==> src/hw/rtl/mrrc_pkg.sv <==
// shared types and constants for the motor ramp and reverse controller
package mrrc_pkg;

  // elapsed time above this only resyncs the timestamp
  localparam logic [31:0] RESYNC_LIMIT     = 32'd100000000;
  localparam logic [19:0] DEFAULT_INTERVAL = 20'd3000;
  localparam logic [6:0]  FULL_POWER       = 7'd100;

  // one input beat
  typedef struct packed {
    logic [31:0] time_us;
    logic [6:0]  target_power;
    logic        target_direction;
  } in_beat_t;

  // one result beat
  typedef struct packed {
    logic [6:0] power;
    logic [9:0] pwm_compare;
    logic       direction;
    logic       pin_a;
    logic       pin_b;
  } result_t;

endpackage

==> src/hw/rtl/mrrc_in_reg.sv <==
// input register stage that captures one beat ahead of the ramp update
module mrrc_in_reg
  import mrrc_pkg::*;
(
  input  logic        clk,
  input  logic        rst,
  input  logic        in_valid,
  output logic        in_ready,
  input  logic [31:0] time_us,
  input  logic [6:0]  target_power,
  input  logic        target_direction,
  input  logic        advance,
  output logic        held_valid,
  output in_beat_t    held_beat
);

  // slot frees when empty or when its beat moves on this cycle
  assign in_ready = !held_valid || advance;

  // valid flag
  always_ff @(posedge clk) begin
    if (rst) begin
      held_valid <= 1'b0;
    end else if (in_ready) begin
      held_valid <= in_valid;
    end
  end

  // payload
  always_ff @(posedge clk) begin
    if (in_valid && in_ready) begin
      held_beat.time_us          <= time_us;
      held_beat.target_power     <= target_power;
      held_beat.target_direction <= target_direction;
    end
  end

endmodule

==> src/hw/rtl/mrrc_ramp_core.sv <==
// ramp state, interval register, per-beat update logic and compare table
module mrrc_ramp_core
  import mrrc_pkg::*;
#(
  parameter int unsigned PWM_PERIOD = 1000
) (
  input  logic        clk,
  input  logic        rst,
  input  logic        cfg_valid,
  input  logic [19:0] cfg_data,
  input  logic        step,
  input  in_beat_t    beat,
  output result_t     res_next
);

  logic [19:0] ramp_interval;
  logic [6:0]  current_power;
  logic        applied_direction;
  logic        running;
  logic [31:0] last_change_time;
  logic        pin_a_level;
  logic        pin_b_level;

  logic [6:0]  current_power_next;
  logic        applied_direction_next;
  logic        running_next;
  logic [31:0] last_change_time_next;
  logic        pin_a_level_next;
  logic        pin_b_level_next;

  logic [6:0]  target;
  logic [31:0] elapsed;
  logic [9:0]  cmp_tbl [128];

  // compare value table, power * period / 100 worked out at elaboration
  for (genvar i = 0; i < 128; i++) begin : g_cmp
    localparam int unsigned CMP = (i * PWM_PERIOD) / 100;
    assign cmp_tbl[i] = CMP[9:0];
  end

  // clamp target and measure time since last change
  assign target  = (beat.target_power > FULL_POWER) ? FULL_POWER : beat.target_power;
  assign elapsed = beat.time_us - last_change_time;

  // ramp update
  always_comb begin
    current_power_next     = current_power;
    applied_direction_next = applied_direction;
    running_next           = running;
    last_change_time_next  = last_change_time;
    pin_a_level_next       = pin_a_level;
    pin_b_level_next       = pin_b_level;
    if (elapsed > RESYNC_LIMIT) begin
      last_change_time_next = beat.time_us;
    end else if (elapsed >= {12'd0, ramp_interval}) begin
      if (applied_direction != beat.target_direction) begin
        // reversal: ramp down first, then swap the bridge pins
        last_change_time_next = beat.time_us;
        if (current_power != 7'd0) begin
          current_power_next = current_power - 7'd1;
        end else begin
          applied_direction_next = beat.target_direction;
          pin_a_level_next       = beat.target_direction;
          pin_b_level_next       = !beat.target_direction;
        end
      end else if (current_power < target) begin
        last_change_time_next = beat.time_us;
        if (!running) begin
          running_next     = 1'b1;
          pin_a_level_next = beat.target_direction;
          pin_b_level_next = !beat.target_direction;
        end else begin
          current_power_next = current_power + 7'd1;
        end
      end else if (current_power > target) begin
        last_change_time_next = beat.time_us;
        current_power_next    = current_power - 7'd1;
        // stepping down to zero with a zero target also stops
        if (current_power == 7'd1 && target == 7'd0) begin
          running_next = 1'b0;
        end
      end else if (current_power == 7'd0) begin
        // power and target both zero: stop
        running_next          = 1'b0;
        last_change_time_next = beat.time_us;
      end
    end
  end

  // result as it stands after the update
  always_comb begin
    res_next.power       = current_power_next;
    res_next.pwm_compare = cmp_tbl[current_power_next];
    res_next.direction   = applied_direction_next;
    res_next.pin_a       = pin_a_level_next;
    res_next.pin_b       = pin_b_level_next;
  end

  // interval register
  always_ff @(posedge clk) begin
    if (rst) begin
      ramp_interval <= DEFAULT_INTERVAL;
    end else if (cfg_valid) begin
      ramp_interval <= cfg_data;
    end
  end

  // ramp state
  always_ff @(posedge clk) begin
    if (rst) begin
      current_power     <= 7'd0;
      applied_direction <= 1'b0;
      running           <= 1'b0;
      last_change_time  <= 32'd0;
      pin_a_level       <= 1'b0;
      pin_b_level       <= 1'b0;
    end else if (step) begin
      current_power     <= current_power_next;
      applied_direction <= applied_direction_next;
      running           <= running_next;
      last_change_time  <= last_change_time_next;
      pin_a_level       <= pin_a_level_next;
      pin_b_level       <= pin_b_level_next;
    end
  end

endmodule

==> src/hw/rtl/mrrc_out_reg.sv <==
// result register holding one beat until the consumer takes it
module mrrc_out_reg
  import mrrc_pkg::*;
(
  input  logic    clk,
  input  logic    rst,
  input  logic    load,
  input  result_t res_in,
  output logic    space,
  input  logic    out_ready,
  output logic    out_valid,
  output result_t res
);

  // free when empty or emptied this cycle
  assign space = !out_valid || out_ready;

  // valid flag
  always_ff @(posedge clk) begin
    if (rst) begin
      out_valid <= 1'b0;
    end else if (space) begin
      out_valid <= load;
    end
  end

  // payload
  always_ff @(posedge clk) begin
    if (load) begin
      res <= res_in;
    end
  end

endmodule

==> src/hw/rtl/motor_ramp_reverse_controller_top.sv <==
// top level of the motor soft-start ramp and reverse controller
//
//   channel  signals                                        direction
//   in       in_valid/in_ready, time_us, target_power,      sink
//            target_direction
//   out      out_valid/out_ready, power, pwm_compare,       source
//            direction, pin_a, pin_b
//   cfg      cfg_valid/cfg_ready, cfg_data (ramp_interval)  sink
//
// one beat per cycle sustained while out_ready stays high; a result beat passes from the
// input register through the ramp update into the result register.
// reset clears the ramp state and sets ramp_interval to 3000 us.
// a stalled result holds in the output register; the input register keeps
// taking a beat as long as the result register frees up the same cycle.
// cfg_ready is always high.
module motor_ramp_reverse_controller_top
  import mrrc_pkg::*;
#(
  parameter int unsigned PWM_PERIOD = 1000
) (
  input  logic        clk,
  input  logic        rst,
  input  logic        in_valid,
  output logic        in_ready,
  input  logic [31:0] time_us,
  input  logic [6:0]  target_power,
  input  logic        target_direction,
  output logic        out_valid,
  input  logic        out_ready,
  output logic [6:0]  power,
  output logic [9:0]  pwm_compare,
  output logic        direction,
  output logic        pin_a,
  output logic        pin_b,
  input  logic        cfg_valid,
  output logic        cfg_ready,
  input  logic [19:0] cfg_data
);

  logic     held_valid;
  in_beat_t held_beat;
  logic     space;
  logic     advance;
  result_t  res_next;
  result_t  res;

  assign cfg_ready = 1'b1;
  assign advance   = held_valid && space;

  mrrc_in_reg u_in_reg (
    .clk              (clk),
    .rst              (rst),
    .in_valid         (in_valid),
    .in_ready         (in_ready),
    .time_us          (time_us),
    .target_power     (target_power),
    .target_direction (target_direction),
    .advance          (advance),
    .held_valid       (held_valid),
    .held_beat        (held_beat)
  );

  mrrc_ramp_core #(
    .PWM_PERIOD (PWM_PERIOD)
  ) u_ramp_core (
    .clk       (clk),
    .rst       (rst),
    .cfg_valid (cfg_valid),
    .cfg_data  (cfg_data),
    .step      (advance),
    .beat      (held_beat),
    .res_next  (res_next)
  );

  mrrc_out_reg u_out_reg (
    .clk       (clk),
    .rst       (rst),
    .load      (advance),
    .res_in    (res_next),
    .space     (space),
    .out_ready (out_ready),
    .out_valid (out_valid),
    .res       (res)
  );

  // result fields to ports
  assign power       = res.power;
  assign pwm_compare = res.pwm_compare;
  assign direction   = res.direction;
  assign pin_a       = res.pin_a;
  assign pin_b       = res.pin_b;

endmodule
==> config.mk <==
export PLATFORM = sky130hd
export DESIGN_NAME = motor_ramp_reverse_controller_top
export DESIGN_NICKNAME = d
export VERILOG_FILES = /design/src/hw/rtl/mrrc_pkg.sv /design/src/hw/rtl/mrrc_in_reg.sv /design/src/hw/rtl/mrrc_ramp_core.sv /design/src/hw/rtl/mrrc_out_reg.sv /design/src/hw/rtl/motor_ramp_reverse_controller_top.sv
export SDC_FILE = /design/constraint.sdc
export NUM_CORES = 1
export LEC_CHECK = 0
export ABC_AREA = 0
export CORE_MARGIN = 4
export CORE_UTILIZATION = 65
export DETAILED_ROUTE_END_ITERATION = 6
export DONT_BUFFER_PORTS = 1
export PLACE_DENSITY = 0.93
export SYNTH_ARGS = -nofsm -noshare
export SYNTH_HDL_FRONTEND = slang
export SYNTH_HIERARCHICAL = 1
export SYNTH_SLANG_ARGS = --single-unit
==> constraint.sdc <==
create_clock -name clk -period 7.42 [get_ports clk]
set_input_delay 1.484 -clock clk [delete_from_list [all_inputs] [get_ports clk]]
set_output_delay 1.484 -clock clk [all_outputs]
set_load 0.01 [all_outputs]
==> summary.txt <==
Routing
  • WL/cell: 16.8 um
  • Final antenna-violating net count: 0
  • Vias per cell: between 6 and 7
  • DRT iter0 DRCs: between 600 and 700
  • Final wirelength: ~18 mm
  • Vias post-DR: approximately 6800
  • Total iterations of the first detailed-routing run: 6
  • DRC errors left: 0

Yosys
  • Leading area contributor after synthesis: edfxtp_1
  • Post-synthesis sequential area ratio: about 37%
  • Synth Cell Area: 8360 um^2
  • Ys async rst share: 0%
  • Number of distinct library cells after synthesis: approximately 80
  • EDFF count, synth: 60
  • Main flop type after synthesis: dfxtp_1
  • Synthesized Nets: 1059
  • Avg Inst Size Synth: 9.01 um^2
  • Synth Register Bits: between 100 and 150
  • Top-count cell post-synth: nor2_1
  • Ranking of synthesized cells by area: edfxtp_1 (22%), dfxtp_1 (16%), ha_1 (9.7%)
  • Gate Count Post-Synth: a little over 900
  • Synth top cells by count: nor2_1 (100), inv_1 (71), nand2_1 (70)
  • Yosys Warn Count: 6
  • Post-synth top area share: roughly 22%

Critical path
  • Worst setup EP type: flip-flop
  • Crit path buf inv count: 3
  • CP max stage delay: approximately 0.59 ns
  • Reg-to-Reg Start: u_in_reg/held_beat[8]
  • Req. time, crit path: 7.60 ns
  • Delay-heaviest family, CP: compound AO/OA/AOI/OAI gates
  • CP max-delay cell: or4_1
  • Worst Reg-to-Reg Cells: 27
  • Reg2Reg Setup Slack: 0.64 ns
  • End of the worst register-to-register path: u_out_reg/res[10]
  • Setup Crit Path Kind: flip-flop to flip-flop
  • CP arrival: between 6 and 7 ns
  • CP Max Fanout: 36
  • Most frequent CP cell: a21o_1
  • CP Launch Point: u_in_reg/held_beat[8]
  • Startpoint Class: flip-flop

CTS
  • TritonCTS clock tree: built
  • CTS H-tree depth: 4
  • Clock slew at reported path FFs: approximately 0.050 ns
  • Post-CTS Hold Fix Bufs: 0
  • CTS resizes: 0
  • Worst-skew pair later-pin latency: 0.43 ns
  • CTS Buf Count: 17
  • Maximum clock path buffer count: 2
  • Setup bufs post-CTS: 0
  • CTS Root Cell: clkbuf_16
  • CTS sink count: 125

Finish
  • Share of cells above drive strength 1: under 10%
  • Multi-input gate area: about 4800 um^2
  • Sequential cell area: 3100 um^2
  • Nets@finish: around 1000
  • Antenna cell count: 0
  • Layout area overhead: 7.20%
  • Final Non-Filler Cells: 1084
  • Core Util, Final: between 70 and 80%
  • Number of fill cells: 929

Timing
  • Max Fclk: approximately 0.15 GHz
  • Final min period: just under 7 ns
  • Max_slew headroom: ~20%
  • Worst Max-Slew Pin Slew: 1.17 ns
  • RSZ-0062 raised after global routing: false
  • Final hold vios: 0
  • Final setup vio count: 0
  • Final period util: approximately nine tenths
  • Setup tns final: 0 ns
  • Max Slew Vio Count: 0
  • Final Skew: between 0.007 and 0.008 ns
  • Post-route setup slack: between 0.6 and 0.7 ns
  • Hold slack: 0.493 ns

Floorplanning
  • Die Span X: about 120 um
  • Die Height: about 120 um
  • Initial core utilization: between 60% and 70%
  • Core area: about 13000 um^2
  • I/O pin total: 88
  • Rows: slightly above 40
  • Die area: 14700 um^2

Worst hold path
  • Min-delay src: u_ramp_core/pin_a_level
  • Hold EP: u_ramp_core/pin_a_level
  • Hold Crit Class: flip-flop to flip-flop
  • Hold Path Depth: 2

Status
  • Outcome: complete, no violations

Power
  • Pwr Density: approximately 240 nW/um^2
  • Max IR drop VDD: around 220 uV
  • Leakage Power: 3.61 nW

Placement
  • Placed Cells: roughly 1100
  • Placer Congestion: 0.924
  • PortBufs: 0
  • Setup WS pre-CTS: 0.780 ns
  • Final HPWL DP: around 13 mm

Global routing
  • Largest net degree at the start of global routing: 60
  • GRT Overall Usage: between 20 and 30%
  • Global route overflow: 0
  • First-pass GRT wire length: 30.2 mm
  • Vias in the first global route: 6320
  • Initial antenna violation count: 0

Flow run
  • MaxCap Viol Count: 0
## cell families after synthesis
family / count (synthesis) / synth area share [%]
AO/OA/AOI/OAI: 223 / 18.5
XOR/XNOR: 29 / 3.04
adder cells (fa/ha/maj): 66 / 9.97
buffers and inverters: 124 / 6.12
flip-flops: 125 / 37.1
multiplexers: 59 / 7.15
other: 2 / 0.0898
AND/OR/NAND/NOR: 300 / 18.0
## layout by cell type, fill, tap and decap left out, types with 5 or more instances in the layout
cell type | netlist | final
o211ai_1 | 18 | 18
nor2_1 | 100 | 100
xnor2_1 | 18 | 18
or3_1 | 8 | 8
and3_1 | 5 | 5
a21o_1 | 22 | 22
inv_1 | 71 | 71
nand4_1 | 15 | 15
nor2b_1 | 6 | 6
a21oi_1 | 51 | 51
a221oi_1 | 5 | 5
nor4_1 | 6 | 6
a31oi_1 | 8 | 8
a211oi_1 | 14 | 14
nor3_1 | 17 | 17
and2_1 | 7 | 7
dfxtp_1 | 65 | 65
o31ai_1 | 5 | 5
xor2_1 | 11 | 11
nand3_1 | 18 | 18
and4_1 | 5 | 5
o21ai_0 | 30 | 30
o22ai_1 | 7 | 7
nand2b_1 | 9 | 9
a311oi_1 | 6 | 6
clkbuf_16 | 0 | 17
nor3b_1 | 6 | 6
edfxtp_1 | 60 | 60
o21a_1 | 8 | 8
nand2_1 | 70 | 70
mux2i_1 | 55 | 55
ha_1 | 65 | 65
## how the worst max path moves through the flow
stage / to / cells after the start
4_1_cts: u_out_reg/res[10] / 27
3_5_place_dp: u_out_reg/res[10] / 27
2_1_floorplan: u_out_reg/res[10] / 28
5_1_grt: u_out_reg/res[10] / 27
6_report: u_out_reg/res[10] / 27
3_3_place_gp: u_out_reg/res[10] / 27
## metal layers
layer,GRT usage (%),share of wire (%),vias to the layer above,routed length [um]
li1,-,-,3315,-
met1,34.3,46,3153,8290
met2,40.0,46,275,8380
met3,5.45,6.0,45,1090
met4,10.4,2.5,0,459
met5,0,0,-,0
## worst min-delay path: stages, from the launching register on
cell      delay [ns]
dfxtp_1         0.29
inv_1           0.08
a221oi_1        0.08
## area by class of cell
class / instances / share of cell area, %
sequential: 125 / 34.6
inverter: 73 / 3.06
clock inverter: 13 / 1.56
timing repair buffer: 3 / 0.251
clock buffer: 19 / 5.05
tap: 172 / 2.40
multi-input combinational: 679 / 53.1
## report_power, final
part,leakage [nW],switching [mW],internal (mW)
Combinational,2.21,0.294,0.194
Sequential,1.11,0.0334,0.772
Clock,0.282,0.315,0.512
Total,3.61,0.642,1.48
## sequential cells by signal, indices dropped and copies added, names as in the netlist
name,cells
u_ramp_core/pin_a_level,1
u_ramp_core/last_change_time,32
u_out_reg/res,20
u_ramp_core/pin_b_level,1
u_out_reg/out_valid,1
u_ramp_core/applied_direction,1
u_ramp_core/ramp_interval,20
u_in_reg/held_valid,1
u_ramp_core/running,1
u_ramp_core/current_power,7
u_in_reg/held_beat,40
## stage by stage
stage	total power, mW	cell area (um^2)
final	2.12	8960
after floorplan	1.20	8360
after global placement	1.28	8370
after global routing	2.23	8960
after detailed placement	1.29	8370
after CTS	2.13	8960
Note: power is estimated with default switching activity, not from simulation.
